==> config.mk <==
export PLATFORM = sky130hd
export DESIGN_NAME = vending_controller_core
export DESIGN_NICKNAME = d
export VERILOG_FILES = /design/src/vc_pkg.sv /design/src/vc_cfg_regs.sv /design/src/vc_engine.sv /design/src/vending_controller_core.sv
export SDC_FILE = /design/constraint.sdc
export NUM_CORES = 1
export LEC_CHECK = 0
export ABC_AREA = 1
export BUFFER_PORTS_ARGS = -buffer_cell sky130_fd_sc_hd__buf_2
export CORE_MARGIN = 1
export CORE_UTILIZATION = 35
export CTS_CLUSTER_SIZE = 25
export DETAILED_ROUTE_END_ITERATION = 7
export HOLD_SLACK_MARGIN = 0.06
export PLACE_DENSITY_LB_ADDON = 0.3
export SKIP_CTS_REPAIR_TIMING = 1
export SLEW_MARGIN = 5
export SYNTH_ARGS = -nofsm -noshare
export SYNTH_HDL_FRONTEND = slang
export SYNTH_SLANG_ARGS = --single-unit
export TNS_END_PERCENT = 10
==> constraint.sdc <==
create_clock -name clk -period 8.95 [get_ports clk]
set_input_delay 1.79 -clock clk [delete_from_list [all_inputs] [get_ports clk]]
set_output_delay 1.79 -clock clk [all_outputs]
set_load 0.1 [all_outputs]
==> src/vc_pkg.sv <==
// Shared types, codes and reset constants for the vending controller.
// Used by every module of the block; depends on nothing.
package vc_pkg;

  localparam int NUM_ITEMS_DEF   = 4;
  localparam int CODE_DIGITS_DEF = 6;

  localparam int CFG_AW = 3;
  localparam int CFG_DW = 24;

  localparam logic [CFG_AW-1:0] REG_PRICE_ONE     = 3'd0;
  localparam logic [CFG_AW-1:0] REG_PRICE_TWO     = 3'd1;
  localparam logic [CFG_AW-1:0] REG_PRICE_THREE   = 3'd2;
  localparam logic [CFG_AW-1:0] REG_PRICE_FOUR    = 3'd3;
  localparam logic [CFG_AW-1:0] REG_ADMIN_CODE    = 3'd4;
  localparam logic [CFG_AW-1:0] REG_RESTOCK_LEVEL = 3'd5;
  localparam logic [CFG_AW-1:0] REG_MOTOR_TICKS   = 3'd6;

  localparam logic [7:0]  PRICE_ONE_RST     = 8'd4;
  localparam logic [7:0]  PRICE_TWO_RST     = 8'd6;
  localparam logic [7:0]  PRICE_THREE_RST   = 8'd5;
  localparam logic [7:0]  PRICE_FOUR_RST    = 8'd4;
  localparam logic [23:0] ADMIN_CODE_RST    = 24'h123456;
  localparam logic [7:0]  RESTOCK_LEVEL_RST = 8'd5;
  localparam logic [3:0]  MOTOR_TICKS_RST   = 4'd2;

  localparam logic [7:0]  WITHDRAW_COINS = 8'd20;
  localparam logic [1:0]  MSG_IDLE       = 2'd3;
  localparam logic [7:0]  CREDIT_MAX     = 8'hFF;
  localparam logic [15:0] BANK_MAX       = 16'hFFFF;
  localparam logic [3:0]  SEL_LIMIT      = 4'd9;

  localparam logic [3:0] KEY_STAR = 4'd10;
  localparam logic [3:0] KEY_HASH = 4'd11;

  typedef enum logic [1:0] {
    FUNC_KEY    = 2'd0,
    FUNC_COIN   = 2'd1,
    FUNC_REFUND = 2'd2,
    FUNC_TICK   = 2'd3
  } func_t;

  typedef enum logic [3:0] {
    ST_NONE       = 4'd0,
    ST_DISPENSED  = 4'd1,
    ST_NOT_ENOUGH = 4'd2,
    ST_NO_STOCK   = 4'd3,
    ST_CODE_OK    = 4'd4,
    ST_CODE_BAD   = 4'd5,
    ST_RESTOCKED  = 4'd6,
    ST_WITHDRAWN  = 4'd7,
    ST_MODE       = 4'd8,
    ST_DIGIT      = 4'd9
  } status_t;

  typedef enum logic [2:0] {
    MODE_MAIN      = 3'd0,
    MODE_CODE      = 3'd1,
    MODE_ADMIN     = 3'd2,
    MODE_TEMP      = 3'd3,
    MODE_INVENTORY = 3'd4,
    MODE_CASH      = 3'd5
  } mode_t;

  typedef struct packed {
    logic [7:0]  price_one;
    logic [7:0]  price_two;
    logic [7:0]  price_three;
    logic [7:0]  price_four;
    logic [23:0] admin_code;
    logic [7:0]  restock_level;
    logic [3:0]  motor_ticks;
  } cfg_t;

  typedef struct packed {
    status_t     status;
    logic [3:0]  motor_enables;
    logic        servo_on;
    logic        red_led;
    logic        green_led;
    logic [7:0]  credit_quarters;
    logic [7:0]  change_quarters;
    mode_t       menu_mode;
    logic [15:0] bank_quarters;
  } result_t;

endpackage

==> src/vc_cfg_regs.sv <==
// Configuration register file of the vending controller.
// Depends on vc_pkg for register indexes, reset values and cfg_t.
module vc_cfg_regs (
  input  logic                      clk,
  input  logic                      rst_n,
  input  logic                      cfg_we,
  input  logic [vc_pkg::CFG_AW-1:0] cfg_index,
  input  logic [vc_pkg::CFG_DW-1:0] cfg_wdata,
  output vc_pkg::cfg_t              cfg
);

  vc_pkg::cfg_t cfg_r;
  vc_pkg::cfg_t cfg_nxt;

  always_comb begin
    cfg_nxt = cfg_r;
    if (cfg_we) begin
      unique case (cfg_index)
        vc_pkg::REG_PRICE_ONE:     cfg_nxt.price_one     = cfg_wdata[7:0];
        vc_pkg::REG_PRICE_TWO:     cfg_nxt.price_two     = cfg_wdata[7:0];
        vc_pkg::REG_PRICE_THREE:   cfg_nxt.price_three   = cfg_wdata[7:0];
        vc_pkg::REG_PRICE_FOUR:    cfg_nxt.price_four    = cfg_wdata[7:0];
        vc_pkg::REG_ADMIN_CODE:    cfg_nxt.admin_code    = cfg_wdata[23:0];
        vc_pkg::REG_RESTOCK_LEVEL: cfg_nxt.restock_level = cfg_wdata[7:0];
        vc_pkg::REG_MOTOR_TICKS:   cfg_nxt.motor_ticks   = cfg_wdata[3:0];
        default: ;
      endcase
    end
  end

  always_ff @(posedge clk) begin
    if (!rst_n) begin
      cfg_r.price_one     <= vc_pkg::PRICE_ONE_RST;
      cfg_r.price_two     <= vc_pkg::PRICE_TWO_RST;
      cfg_r.price_three   <= vc_pkg::PRICE_THREE_RST;
      cfg_r.price_four    <= vc_pkg::PRICE_FOUR_RST;
      cfg_r.admin_code    <= vc_pkg::ADMIN_CODE_RST;
      cfg_r.restock_level <= vc_pkg::RESTOCK_LEVEL_RST;
      cfg_r.motor_ticks   <= vc_pkg::MOTOR_TICKS_RST;
    end else begin
      cfg_r <= cfg_nxt;
    end
  end

  assign cfg = cfg_r;

endmodule

==> src/vc_engine.sv <==
// Machine state and the single-pass event logic of the vending controller.
// Depends on vc_pkg; the state advances once per processed item.
module vc_engine #(
  parameter int NUM_ITEMS   = vc_pkg::NUM_ITEMS_DEF,
  parameter int CODE_DIGITS = vc_pkg::CODE_DIGITS_DEF
) (
  input  logic            clk,
  input  logic            rst_n,
  input  logic            step,
  input  logic [1:0]      func,
  input  logic [3:0]      key,
  input  vc_pkg::cfg_t    cfg,
  output vc_pkg::result_t res
);

  localparam int PW = $clog2(CODE_DIGITS + 1);
  localparam logic [3:0] SEL_MAX =
    (NUM_ITEMS < 9) ? 4'(NUM_ITEMS) : vc_pkg::SEL_LIMIT;

  vc_pkg::mode_t mode_r, mode_nxt;
  logic [7:0]    credit_r, credit_nxt;
  logic [7:0]    stock_r [NUM_ITEMS];
  logic [7:0]    stock_nxt [NUM_ITEMS];
  logic [15:0]   bank_r, bank_nxt;
  logic [3:0]    digits_r [CODE_DIGITS];
  logic [3:0]    digits_nxt [CODE_DIGITS];
  logic [PW-1:0] pos_r, pos_nxt;
  logic [7:0]    coins_r, coins_nxt;
  logic [3:0]    motor_r, motor_nxt;
  logic [3:0]    mtimer_r, mtimer_nxt;
  logic [1:0]    msg_r, msg_nxt;
  logic [1:0]    lamps_r, lamps_nxt;
  logic          lock_r, lock_nxt;

  vc_pkg::status_t status;
  logic [7:0]      change;
  logic [31:0]     admin_ext;
  logic            code_ok;
  logic [3:0]      sel_idx;
  logic            sel_key;
  logic [7:0]      price;
  logic [7:0]      sel_stock;
  logic [16:0]     bank_sum;
  logic [PW-1:0]   wpos;
  logic [1:0]      msg_inc;

  always_comb begin
    admin_ext = {8'd0, cfg.admin_code};
    code_ok = 1'b1;
    for (int i = 0; i < CODE_DIGITS; i++) begin
      if (digits_r[i] != admin_ext[4*(CODE_DIGITS-1-i) +: 4]) begin
        code_ok = 1'b0;
      end
    end
  end

  always_comb begin
    sel_idx = key - 4'd1;
    sel_key = (key >= 4'd1) && (key <= SEL_MAX);
    case (sel_idx)
      4'd0:    price = cfg.price_one;
      4'd1:    price = cfg.price_two;
      4'd2:    price = cfg.price_three;
      default: price = cfg.price_four;
    endcase
    sel_stock = 8'd0;
    for (int i = 0; i < NUM_ITEMS; i++) begin
      if (sel_idx == 4'(i)) begin
        sel_stock = stock_r[i];
      end
    end
    bank_sum = {1'b0, bank_r} + {9'd0, price};
    wpos = (pos_r >= PW'(CODE_DIGITS)) ? '0 : pos_r;
    msg_inc = msg_r + 2'd1;
  end

  always_comb begin
    mode_nxt   = mode_r;
    credit_nxt = credit_r;
    stock_nxt  = stock_r;
    bank_nxt   = bank_r;
    digits_nxt = digits_r;
    pos_nxt    = pos_r;
    coins_nxt  = coins_r;
    motor_nxt  = motor_r;
    mtimer_nxt = mtimer_r;
    msg_nxt    = msg_r;
    lamps_nxt  = lamps_r;
    lock_nxt   = lock_r;
    status     = vc_pkg::ST_NONE;
    change     = 8'd0;

    unique case (vc_pkg::func_t'(func))
      vc_pkg::FUNC_KEY: begin
        unique case (mode_r)
          vc_pkg::MODE_CODE: begin
            if (key == vc_pkg::KEY_HASH) begin
              pos_nxt = '0;
              if (code_ok) begin
                for (int i = 0; i < CODE_DIGITS; i++) begin
                  digits_nxt[i] = 4'd0;
                end
                mode_nxt = vc_pkg::MODE_ADMIN;
                status   = vc_pkg::ST_CODE_OK;
              end else begin
                status = vc_pkg::ST_CODE_BAD;
              end
            end else if (key == vc_pkg::KEY_STAR) begin
              mode_nxt  = vc_pkg::MODE_MAIN;
              msg_nxt   = vc_pkg::MSG_IDLE;
              lamps_nxt = 2'b00;
              lock_nxt  = 1'b0;
              status    = vc_pkg::ST_MODE;
            end else begin
              for (int i = 0; i < CODE_DIGITS; i++) begin
                if (wpos == PW'(i)) begin
                  digits_nxt[i] = key;
                end
              end
              pos_nxt = wpos + PW'(1);
              status  = vc_pkg::ST_DIGIT;
            end
          end
          vc_pkg::MODE_ADMIN: begin
            if (key == vc_pkg::KEY_STAR) begin
              mode_nxt  = vc_pkg::MODE_MAIN;
              msg_nxt   = vc_pkg::MSG_IDLE;
              lamps_nxt = 2'b00;
              lock_nxt  = 1'b0;
              status    = vc_pkg::ST_MODE;
            end else if ((key >= 4'd1) && (key <= 4'd3)) begin
              mode_nxt = vc_pkg::mode_t'(3'(key + 4'd2));
              status   = vc_pkg::ST_MODE;
            end
          end
          vc_pkg::MODE_TEMP: begin
            if (key == vc_pkg::KEY_STAR) begin
              mode_nxt = vc_pkg::MODE_ADMIN;
              status   = vc_pkg::ST_MODE;
            end
          end
          vc_pkg::MODE_INVENTORY: begin
            if (key == vc_pkg::KEY_STAR) begin
              mode_nxt = vc_pkg::MODE_ADMIN;
              status   = vc_pkg::ST_MODE;
            end else if (key == vc_pkg::KEY_HASH) begin
              for (int i = 0; i < NUM_ITEMS; i++) begin
                stock_nxt[i] = cfg.restock_level;
              end
              status = vc_pkg::ST_RESTOCKED;
            end
          end
          vc_pkg::MODE_CASH: begin
            if (key == vc_pkg::KEY_STAR) begin
              mode_nxt = vc_pkg::MODE_ADMIN;
              status   = vc_pkg::ST_MODE;
            end else if (key == vc_pkg::KEY_HASH) begin
              coins_nxt = vc_pkg::WITHDRAW_COINS;
              bank_nxt  = 16'd0;
              status    = vc_pkg::ST_WITHDRAWN;
            end
          end
          default: begin
            mode_nxt = vc_pkg::MODE_MAIN;
            if (lock_r) begin
              status = vc_pkg::ST_NONE;
            end else if (sel_key) begin
              msg_nxt = 2'd0;
              if (sel_stock == 8'd0) begin
                lamps_nxt = 2'b01;
                status    = vc_pkg::ST_NO_STOCK;
              end else begin
                lock_nxt = 1'b1;
                if (credit_r >= price) begin
                  for (int i = 0; i < NUM_ITEMS; i++) begin
                    if (sel_idx == 4'(i)) begin
                      stock_nxt[i] = stock_r[i] - 8'd1;
                    end
                  end
                  bank_nxt = bank_sum[16] ? vc_pkg::BANK_MAX : bank_sum[15:0];
                  if (sel_idx < 4'd4) begin
                    motor_nxt[sel_idx[1:0]] = 1'b1;
                    mtimer_nxt = 4'd0;
                  end
                  change     = credit_r - price;
                  coins_nxt  = credit_r - price;
                  credit_nxt = 8'd0;
                  lamps_nxt  = 2'b10;
                  status     = vc_pkg::ST_DISPENSED;
                end else begin
                  lamps_nxt = 2'b01;
                  status    = vc_pkg::ST_NOT_ENOUGH;
                end
              end
            end else if (key == vc_pkg::KEY_STAR) begin
              mode_nxt = vc_pkg::MODE_CODE;
              pos_nxt  = '0;
              status   = vc_pkg::ST_MODE;
            end
          end
        endcase
      end
      vc_pkg::FUNC_COIN: begin
        if (credit_r != vc_pkg::CREDIT_MAX) begin
          credit_nxt = credit_r + 8'd1;
        end
      end
      vc_pkg::FUNC_REFUND: begin
        if (mode_r == vc_pkg::MODE_MAIN) begin
          credit_nxt = 8'd0;
        end
      end
      default: begin
        if (msg_r != vc_pkg::MSG_IDLE) begin
          msg_nxt = msg_inc;
          if (msg_inc == vc_pkg::MSG_IDLE) begin
            lamps_nxt = 2'b00;
            lock_nxt  = 1'b0;
          end
        end
        if (motor_r != 4'd0) begin
          if (mtimer_r >= cfg.motor_ticks) begin
            motor_nxt  = 4'd0;
            mtimer_nxt = 4'd0;
          end else begin
            mtimer_nxt = mtimer_r + 4'd1;
          end
        end
        if (coins_r != 8'd0) begin
          coins_nxt = coins_r - 8'd1;
        end
      end
    endcase
  end

  always_comb begin
    res.status          = status;
    res.motor_enables   = motor_nxt;
    res.servo_on        = (coins_nxt != 8'd0);
    res.red_led         = lamps_nxt[0];
    res.green_led       = lamps_nxt[1];
    res.credit_quarters = credit_nxt;
    res.change_quarters = change;
    res.menu_mode       = mode_nxt;
    res.bank_quarters   = bank_nxt;
  end

  always_ff @(posedge clk) begin
    if (!rst_n) begin
      mode_r   <= vc_pkg::MODE_MAIN;
      credit_r <= 8'd0;
      for (int i = 0; i < NUM_ITEMS; i++) begin
        stock_r[i] <= vc_pkg::RESTOCK_LEVEL_RST;
      end
      bank_r <= 16'd0;
      for (int i = 0; i < CODE_DIGITS; i++) begin
        digits_r[i] <= 4'd0;
      end
      pos_r    <= '0;
      coins_r  <= 8'd0;
      motor_r  <= 4'd0;
      mtimer_r <= 4'd0;
      msg_r    <= vc_pkg::MSG_IDLE;
      lamps_r  <= 2'b00;
      lock_r   <= 1'b0;
    end else if (step) begin
      mode_r   <= mode_nxt;
      credit_r <= credit_nxt;
      stock_r  <= stock_nxt;
      bank_r   <= bank_nxt;
      digits_r <= digits_nxt;
      pos_r    <= pos_nxt;
      coins_r  <= coins_nxt;
      motor_r  <= motor_nxt;
      mtimer_r <= mtimer_nxt;
      msg_r    <= msg_nxt;
      lamps_r  <= lamps_nxt;
      lock_r   <= lock_nxt;
    end
  end

endmodule

==> src/vending_controller_core.sv <==
// Top level of the vending controller: input register, event engine, result register.
// Depends on vc_pkg, vc_cfg_regs and vc_engine.
//
//   Port group   Direction   Handshake          Payload
//   in_*         input       in_valid/in_ready  func, key_code
//   out_*        output      out_valid/out_ready status .. bank_quarters
//   cfg_*        input       cfg_we             cfg_index, cfg_wdata
//
// One item per cycle if out_ready stays high; each passes the input and result registers.
// The item is processed as it moves from the input register to the result register,
// and the machine state is updated in that same cycle.
// A stalled result register holds its item; the input register still takes one more.
// Synchronous active-low reset restores state, settings and valid flags, not the data registers.
module vending_controller_core #(
  parameter int NUM_ITEMS   = vc_pkg::NUM_ITEMS_DEF,
  parameter int CODE_DIGITS = vc_pkg::CODE_DIGITS_DEF
) (
  input  logic                      clk,
  input  logic                      rst_n,
  input  logic                      in_valid,
  output logic                      in_ready,
  input  logic [1:0]                in_func,
  input  logic [3:0]                in_key_code,
  output logic                      out_valid,
  input  logic                      out_ready,
  output logic [3:0]                out_status,
  output logic [3:0]                out_motor_enables,
  output logic                      out_servo_on,
  output logic                      out_red_led,
  output logic                      out_green_led,
  output logic [7:0]                out_credit_quarters,
  output logic [7:0]                out_change_quarters,
  output logic [2:0]                out_menu_mode,
  output logic [15:0]               out_bank_quarters,
  input  logic                      cfg_we,
  input  logic [vc_pkg::CFG_AW-1:0] cfg_index,
  input  logic [vc_pkg::CFG_DW-1:0] cfg_wdata
);

  vc_pkg::cfg_t    cfg;
  vc_pkg::result_t res;
  vc_pkg::result_t res_r;
  logic            in_v_r, in_v_nxt;
  logic            out_v_r, out_v_nxt;
  logic [1:0]      func_r;
  logic [3:0]      key_r;
  logic            advance;
  logic            take;

  vc_cfg_regs u_cfg (
    .clk       (clk),
    .rst_n     (rst_n),
    .cfg_we    (cfg_we),
    .cfg_index (cfg_index),
    .cfg_wdata (cfg_wdata),
    .cfg       (cfg)
  );

  vc_engine #(
    .NUM_ITEMS   (NUM_ITEMS),
    .CODE_DIGITS (CODE_DIGITS)
  ) u_engine (
    .clk   (clk),
    .rst_n (rst_n),
    .step  (advance),
    .func  (func_r),
    .key   (key_r),
    .cfg   (cfg),
    .res   (res)
  );

  assign advance  = in_v_r && (!out_v_r || out_ready);
  assign in_ready = !in_v_r || advance;
  assign take     = in_valid && in_ready;

  always_comb begin
    in_v_nxt  = take ? 1'b1 : (advance ? 1'b0 : in_v_r);
    out_v_nxt = advance ? 1'b1 : (out_ready ? 1'b0 : out_v_r);
  end

  always_ff @(posedge clk) begin
    if (!rst_n) begin
      in_v_r  <= 1'b0;
      out_v_r <= 1'b0;
    end else begin
      in_v_r  <= in_v_nxt;
      out_v_r <= out_v_nxt;
    end
  end

  always_ff @(posedge clk) begin
    if (take) begin
      func_r <= in_func;
      key_r  <= in_key_code;
    end
    if (advance) begin
      res_r <= res;
    end
  end

  assign out_valid           = out_v_r;
  assign out_status          = res_r.status;
  assign out_motor_enables   = res_r.motor_enables;
  assign out_servo_on        = res_r.servo_on;
  assign out_red_led         = res_r.red_led;
  assign out_green_led       = res_r.green_led;
  assign out_credit_quarters = res_r.credit_quarters;
  assign out_change_quarters = res_r.change_quarters;
  assign out_menu_mode       = res_r.menu_mode;
  assign out_bank_quarters   = res_r.bank_quarters;

endmodule

==> results.toml, run 1 <==
[critical_path]
r2r.worst_path.cells = 23
end_kind = "flop"
worst_r2r_startpoint = "key_r[2]"
regToRegSetupSlack_ps = 3710
cp_max_fo = 17
start_kind = "flop"
criticalPathCategory = "reg2reg"
worstReg2RegEnd = "u_engine.mtimer_r[3]"
worstPathArrival_ps = 5650
required_ps = 9360

[drt]
dr.pass1.iters = 6
via_per_inst = 5.12
dr_total_vias = 11600
wl_per_cell_um = 15.7
routed_wl_um = 35700
highest_layer = "met4"
wl_met3_um = 1930
ant_nets = 0
drcViolationCount = 0
met1_length_um = 16900
drt_iter0_drc = 895
wl_met2_um = 16200

[cts]
root_buffer = "clkbuf_16"
clk_pin_slew_ps = 60
cts-buffers-inserted = 26
cts_max_level = 1
cts_tree = "yes"
insertion_delay_ps = 540
cts.path.max_buffers = 3
clkSinkCount = 229

[yosys]
postSynthAreaPerCell_um2 = 7.21
syn-num-nets = 1815
async_flop_share_pct = 0
netlist-cell-type-count = 53
synth-edff-count = 52
yosysTopAreaCellShare_pct = 28.3
yosysWarnings = 0
dominantRegCellSynth = "dfxtp_1"
synth-seq-cells = 229
synth_area_mm2 = 0.0125
synth_largest_area_cell = "dfxtp_1"
synthCells = 1734
seq_area_frac_synth_pct = 40.8
ys_top_cells_by_area = "dfxtp_1 28%, edfxtp_1 12%, nand2_1 9.1%"

[layout]
final_nets = 1879
fill_cells = 3655
syn2layout_area_growth_pct = 13.7
drive_above_1_share_pct = 9.79
num_antenna_cells = 0

[placement]
hpwl_um = 25800
globalplace.congestion = 0.930
portBuffers = 85

[floorplan]
initial_utilization_pct = 35.8
dieArea_mm2 = 0.0365
chipWidth_um = 191
rows = 68
die_height_um = 191
boundaryPins = 86
core-area_mm2 = 0.0349

[worst_hold_path]
whs_path_depth = 2
min_path_type = "reg2reg"
hold_end = "u_cfg.cfg[38]"
hp-start = "u_cfg.cfg[38]"

[sta]
finClkSkew_ps = 15.4
drv_slew = 0
period_share_pct = 58.6
finalHoldViolations = 0
worst_pin_slew_ps = 1050
slew-limit-headroom_pct = 29.2
fin_setup_tns_ps = 0
hold_slack_ps = 459
period_minus_slack_ps = 5240
max_freq_ghz = 0.191
finalSetupViolCount = 0
rsz0062_at_grt = "no"

[power]
ir_worst_vdd_uv = 142
power_density_mw_per_mm2 = 186
power.leakage_uw = 0.00628

[global_route]
antenna_found_initial = 0
grt_max_degree = 77
grt-ovfl-total = 0
grt_pass1_wl_um = 57400
first_global_vias = 10800
grtUsageTotal_pct = 19.6

[flow_run]
drv_cap = 0

[outcome]
status = "complete, no violations"
==> layer usage <==
| metal | global-route usage [%] | vias up |
|---|---|---|
| met4 | 4.46 | 0 |
| met5 | 0 | - |
| met3 | 2.57 | 41 |
| li1 | - | 5889 |
| met2 | 32.4 | 331 |
| met1 | 26.9 | 5368 |
==> cell type report <==
cell class	count	area (um^2)	area share (%)
inverters	225	845	5.94
well taps	455	569	4.01
clock buffers	36	728	5.12
clock inverters	12	179	1.26
repair buffers	93	488	3.43
multi-input cells	1223	6300	44.3
flip-flops and latches	229	5100	35.9
==> report_power, final <==
group | switching (uW) | internal [uW]
registers | 30.7 | 1100
clock network | 448 | 685
logic | 285 | 99.4
total | 764 | 1880
==> metrics by stage <==
| step | std cells | util [%] | setup slack, ps | power (uW) | area [um^2] |
|---|---|---|---|---|---|
| detailed placement | 2225 | 38.1 | 3830 | 1530 | 13300 |
| floorplan | 1734 | - | 4560 | 1430 | 12500 |
| CTS | 2273 | 40.7 | 3790 | 2670 | 14200 |
| global placement | 2225 | 38.1 | 3860 | 1530 | 13300 |
| global route | 2273 | 40.7 | 3180 | 2750 | 14200 |
| finish | 2273 | 40.7 | 3710 | 2650 | 14200 |
==> logic make-up (layout without fill, tap and decap cells) <==
| logic type | count (synthesis) | in the layout | share of synthesized area [%] |
|---|---|---|---|
| simple gates | 708 | 708 | 24.0 |
| fa+ha+maj | 43 | 43 | 4.42 |
| compound gates | 422 | 422 | 18.5 |
| buf+inv | 282 | 366 | 8.77 |
| xor+xnor | 50 | 50 | 3.50 |
| flops | 229 | 229 | 40.8 |
==> worst max-delay path, stage by stage (launching register included) <==
cell and delay, ps:
edfxtp_1 420, inv_1 250, ha_1 200, nand2_1 60, nand2_1 70, nand2_1 40, nand2_1 100, nand2_2 90
nor2_1 350, o21ai_0 220, a221oi_1 240, a21oi_1 140, ha_1 270, fa_1 430, o21ai_0 430, nand2_1 120
o211ai_2 370, nand2_1 190, inv_2 90, nand2_1 310, nand2_1 190, nand2_2 110, o21ai_1 300, nor3b_1 100
==> sequential cells by signal (all words and copies together) (netlist names), 4 cells and up <==
name,flops
out_credit_quarters,8
u_engine.stock_r,32
out_change_quarters,8
u_engine.mtimer_r,4
out_status,4
u_engine.credit_r,8
u_cfg.cfg,68
key_r,4
u_engine.bank_r,16
u_engine.coins_r,8
u_engine.digits_r,24
out_motor_enables,4
out_bank_quarters,16
u_engine.motor_r,4
==> synth_stat cells, types with 2 or more instances <==
cell type and number:
xor2_1 26, a21boi_0 5, buf_2 9, edfxtp_1 52, buf_1 6, a211oi_1 6, o22ai_1 5, a221oi_1 4
o21ai_2 2, buf_6 3, nor3_2 2, nand2_1 303, nand4_1 24, clkbuf_1 38, o21a_1 8, nand2_2 5
inv_2 16, nand3_1 101, a21boi_1 4, ha_1 41, nor3b_1 2, dfxtp_1 177, or2_2 7, o31ai_1 6
inv_1 204, nor4_1 6, a31oi_1 5, xnor2_1 24, nor2_1 224, nor2_2 3, o211ai_1 17, o21ai_0 162
a21oi_1 141, fa_1 2, nor2_4 3, clkinv_1 5, o21ai_1 46, nor3_1 25
==> layout by cell type, fill, tap and decap left out, types with 41 or more instances in the layout <==
cell type	synthesis	final
nand3_1	101	101
buf_2	9	84
nand2_1	303	303
o21ai_1	46	46
nor2_1	224	224
o21ai_0	162	162
edfxtp_1	52	52
a21oi_1	141	141
inv_1	204	203
dfxtp_1	177	177
ha_1	41	41
==> worst max path at each step <==
stage               from              endpoint  slack, ps  cells after the start
2_1_floorplan  out_ready              in_ready       4560                      2
3_3_place_gp    key_r[2]  u_engine.mtimer_r[3]       3860                     23
3_5_place_dp    key_r[2]  u_engine.mtimer_r[3]       3830                     23
4_1_cts         key_r[2]  u_engine.mtimer_r[3]       3790                     23
5_1_grt         key_r[2]  u_engine.mtimer_r[3]       3180                     23
6_report        key_r[2]  u_engine.mtimer_r[3]       3710                     23
Note: power is estimated with default switching activity, not from simulation.
==> inputs of run 2 (changes only) <==
==> constraint.sdc (replaced) <==
create_clock -name clk -period 4.7 [get_ports clk]
set_input_delay 0.94 -clock clk [delete_from_list [all_inputs] [get_ports clk]]
set_output_delay 0.94 -clock clk [all_outputs]
set_load 0.1 [all_outputs]
==> run 2 against run 1 <==
Clock skew fell by 4.6 ps; non-clock buffer count is 13 higher; sequential power up 90%; power is 85% higher; critical path depth did not move; first-iteration DRC count up 2.8%; highest routed layer unchanged; clock power rose by 76%; largest power group unchanged.
==> results.toml, run 2 (synthesis results as in run 1) <==
[critical_path]
crit_slowest_cell = "edfxtp_1"
max_stage_delay_ps = 450
end_kind = "flop"
cp_common_cell = "nand2_1"
path_delay_family = "compound AO/OA/AOI/OAI gates"
crit_cells = 23
critical_path_buf_inv_count = 4
cp_max_fo = 16
cp_cell_sequence = "inv_2 > ha_1 > nand2_1 > nand3_1 > nand2_1 > nand2_2 > nor3_2 > buf_4 > a221oi_1 > a21oi_2 > ha_1 > fa_1 > o21ai_0 > nand2_1 > o211ai_2 > buf_4 > nand4_1 > nand2_1 > nand2_2 > inv_2 > o21ai_2 > o21ai_0 > a21oi_1"
worstPathArrival_ps = 4740
required_ps = 5100
start_kind = "flop"
criticalPathCategory = "reg2reg"
r2r.worst_path.cells = 23

[sta]
max_freq_ghz = 0.230
drv_slew = 0
fin_setup_tns_ps = 0
finalHoldViolations = 0
period_minus_slack_ps = 4350
finClkSkew_ps = 10.8
period_share_pct = 92.5
slew-limit-headroom_pct = 30.9
finalSetupViolCount = 0
rsz0062_at_grt = "no"
worst_pin_slew_ps = 1030

[drt]
ant_nets = 0
dr.pass1.iters = 7
dr_total_vias = 11800
via_per_inst = 5.17
drcViolationCount = 0
drt_iter0_drc = 920
routed_wl_um = 35800
wl_per_cell_um = 15.7

[power]
combPwrFrac_pct = 15.5
internal_power_uw = 3460
power_density_mw_per_mm2 = 344
ir_worst_vdd_uv = 244
p_clk_share_pct = 40.7
power_frac_seq_pct = 43.8
switching_share_pct = 29.3
power.leakage_uw = 0.00632
power.switching_uw = 1440

[cts]
root_buffer = "clkbuf_16"
clkSinkCount = 229
cts_tree = "yes"
cts-buffers-inserted = 26
cts.path.max_buffers = 3
cts_max_level = 1
clk_pin_slew_ps = 60
insertion_delay_ps = 530

[worst_hold_path]
whs_path_depth = 2
min_path_type = "reg2reg"

[floorplan]
die_height_um = 191
dieArea_mm2 = 0.0365
core-area_mm2 = 0.0349
boundaryPins = 86
rows = 68
chipWidth_um = 191
initial_utilization_pct = 35.8

[flow_run]
drv_cap = 0

[layout]
syn2layout_area_growth_pct = 14.0
layout_common_cells = "303 x nand2_1, 224 x nor2_1, 202 x inv_1"
instances_no_fill = 2284
largest_reg_flops = 68
multi_input_area_mm2 = 0.00630
fill_cells = 3660
final_nets = 1892
final_common_cell = "nand2_1"
seq_area_mm2 = 0.00510
num_antenna_cells = 0
drive_above_1_share_pct = 10.5

[global_route]
grt_pass1_wl_um = 57200
antenna_found_initial = 0
grtUsageTotal_pct = 19.4
grt_max_degree = 93
grt-ovfl-total = 0
first_global_vias = 10900

[placement]
globalplace.congestion = 0.984
placed_cells = 2238
hpwl_um = 25900
portBuffers = 85

[outcome]
status = "complete, no violations"
==> run 2: changes by cell type in the layout (fill, tap and decap cells not counted), moves of 2 or more <==
cell,change
bufinv_16,-4
clkbuf_8,+2
buf_4,+13
clkbuf_16,+2
==> run 2: area by class of cell <==
| cell class | instances | share of cell area (%) |
|---|---|---|
| clock buffers | 39 | 5.63 |
| clock inverters | 7 | 0.298 |
| inverters | 225 | 5.93 |
| multi-input cells | 1223 | 44.2 |
| flip-flops and latches | 229 | 35.8 |
| well taps | 455 | 3.99 |
| repair buffers | 106 | 4.11 |
==> run 2: tightest hold or removal path: stages, from the launching register on <==
cell	delay (ps)
dfxtp_1	300
inv_1	60
a21oi_1	50
==> run 2: final timing paths <==
check	startpoint	endpoint	slack [ps]
max	key_r[2]	u_engine.stock_r[15]	350
min	u_cfg.cfg[11]	u_cfg.cfg[11]	450
min reg2reg	u_cfg.cfg[11]	u_cfg.cfg[11]	450
max reg2reg	key_r[2]	u_engine.stock_r[15]	350
==> run 2: layer usage <==
metal	GRT usage (%)	part of all wire, %	vias up
met5	0	0	-
met4	5.32	2.6	0
met3	2.13	5.1	74
met2	31.5	45	352
met1	27.1	48	5479
li1	-	-	5892
==> run 2: per-stage QoR <==
| step | utilization [%] | hold WS, ps | cell area (um^2) | setup WS, ps | total power [uW] |
|---|---|---|---|---|---|
| after floorplan | - | 421 | 12500 | 644 | 2720 |
| after global placement | 38.4 | 447 | 13400 | 369 | 2940 |
| after detailed placement | 38.4 | 449 | 13400 | 291 | 2940 |
| after CTS | 40.8 | 458 | 14200 | 252 | 4940 |
| after global routing | 40.9 | 494 | 14300 | 20.8 | 5100 |
| final | 40.9 | 454 | 14300 | 354 | 4900 |
==> run 2: power by group through the flow <==
stage	sequential, uW	clock (uW)	combinational (uW)
2_1_floorplan	2310	0	412
3_3_place_gp	2190	0	747
3_5_place_dp	2190	0	750
4_1_cts	2150	2040	752
5_1_grt	2150	2120	831
6_report	2150	1990	758
==> inputs of run 3 (changes only) <==
--- a/config.mk
+++ b/config.mk
@@ -13,6 +13,7 @@
 export DETAILED_ROUTE_END_ITERATION = 7
 export HOLD_SLACK_MARGIN = 0.06
 export PLACE_DENSITY_LB_ADDON = 0.3
+export RECOVER_POWER = 50
 export SKIP_CTS_REPAIR_TIMING = 1
 export SLEW_MARGIN = 5
 export SYNTH_ARGS = -nofsm -noshare
==> run 3 against run 2 <==
The run now ends with capacitance limit, slew limit left; clock-buffer cell count unchanged; critical path depth did not move; cell count stayed put; largest cell class unchanged; largest power group unchanged; highest routed layer unchanged.
==> results.toml, run 3 (synthesis results as in run 1) <==
[layout]
final_nets = 1892
fill_cells = 3687
num_antenna_cells = 0
drive_above_1_share_pct = 7.00
syn2layout_area_growth_pct = 13.3
largest_reg_flops = 68
layout_common_cells = "303 x nand2_1, 224 x nor2_1, 206 x inv_1"
final_common_cell = "nand2_1"
final_util_pct = 40.6

[floorplan]
core-area_mm2 = 0.0349
boundaryPins = 86
initial_utilization_pct = 35.8
rows = 68
die_height_um = 191
chipWidth_um = 191
dieArea_mm2 = 0.0365

[sta]
slew-limit-headroom_pct = -29.3
worst_pin_slew_ps = 1940
finalSetupViolCount = 0
rsz0062_at_grt = "no"
drv_slew = 48
finalHoldViolations = 0
period_minus_slack_ps = 4360
hold_slack_ps = 455
period_share_pct = 92.8
finClkSkew_ps = 8.67
max_freq_ghz = 0.229
fin_setup_tns_ps = 0

[power]
power_density_mw_per_mm2 = 346
power.switching_uw = 1440
p_clk_share_pct = 40.8
power.leakage_uw = 0.00614
combPwrFrac_pct = 15.3
power_frac_seq_pct = 43.9
switching_share_pct = 29.4
ir_worst_vdd_uv = 244
power_uw = 4900
internal_power_uw = 3460

[drt]
dr_total_vias = 11800
drcViolationCount = 0
routed_wl_um = 35800
dr.pass1.iters = 5
ant_nets = 0
wl_per_cell_um = 15.7
via_per_inst = 5.16
drt_iter0_drc = 990

[critical_path]
end_kind = "flop"
worstPathArrival_ps = 4760
cp_max_fo = 16
required_ps = 5100
criticalPathCategory = "reg2reg"
regToRegSetupSlack_ps = 340
start_kind = "flop"

[cts]
clk_pin_slew_ps = 60
insertion_delay_ps = 530
cts_tree = "yes"
cts.path.max_buffers = 3
clkSinkCount = 229
cts-buffers-inserted = 26
cts_max_level = 1
root_buffer = "clkbuf_16"

[placement]
portBuffers = 85
hpwl_um = 25900
globalplace.congestion = 0.984

[global_route]
first_global_vias = 10900
grt_pass1_wl_um = 57200
antenna_found_initial = 0
grt_max_degree = 93
grtUsageTotal_pct = 19.4
grt-ovfl-total = 0

[outcome]
violations = "capacitance limit, slew limit"
status = "complete, but fails checks"

[flow_run]
drv_cap = 2

[worst_hold_path]
min_path_type = "reg2reg"
==> run 3: changes by cell type in the layout (fill, tap and decap cells not counted) <==
cell      delta
inv_2        -4
buf_2       -56
clkbuf_1    +60
buf_4        -5
clkbuf_2     +1
inv_1        +4
==> run 3: layout make-up <==
type	instances	area, um^2	area share, %
clock buffer	39	802	5.66
timing repair buffer	106	498	3.52
clock inverter	7	42.5	0.300
tap	455	569	4.02
multi-input combinational	1223	6300	44.5
inverter	225	845	5.96
sequential	229	5100	36.0
==> run 3: power groups by stage <==
stage / registers (uW) / logic (uW) / clock network, uW
floorplan: 2310 / 412 / 0
global placement: 2190 / 747 / 0
detailed placement: 2190 / 750 / 0
CTS: 2150 / 752 / 2040
global route: 2150 / 824 / 2120
finish: 2150 / 751 / 2000
==> run 3: layer usage <==
metal | GRT usage [%] | share of wire [%] | vias up
met5 | 0 | 0 | -
met4 | 5.32 | 2.5 | 0
met3 | 2.13 | 5.6 | 66
met2 | 31.5 | 44 | 340
met1 | 27.1 | 47 | 5495
li1 | - | - | 5893
==> run 3: final timing paths <==
path	startpoint	end	cells after the start
worst max-delay path	key_r[2]	u_engine.stock_r[15]	23
worst min-delay path	u_cfg.cfg[11]	u_cfg.cfg[11]	2
worst max register to register	key_r[2]	u_engine.stock_r[15]	23
worst min register to register	u_cfg.cfg[11]	u_cfg.cfg[11]	2
==> run 3: critical path, cell delays in order, from the launching register on <==
cell	delay (ps)
edfxtp_1	450
inv_2	160
ha_1	160
nand2_1	60
nand3_1	80
nand2_1	100
nand2_2	120
nor3_2	40
buf_4	180
a221oi_1	370
a21oi_2	130
ha_1	260
fa_1	440
o21ai_0	280
nand2_1	100
o211ai_2	90
buf_4	270
nand4_1	120
nand2_1	120
nand2_2	110
inv_2	110
o21ai_2	180
o21ai_0	240
a21oi_1	70
==> run 3: stage by stage <==
stage               area [um^2]  setup WS, ps  instances
global route              14200          11.8       2284
finish                    14200           339       2284
global placement          13400           369       2238
floorplan                 12500           644       1734
detailed placement        13400           291       2238
CTS                       14200           252       2284
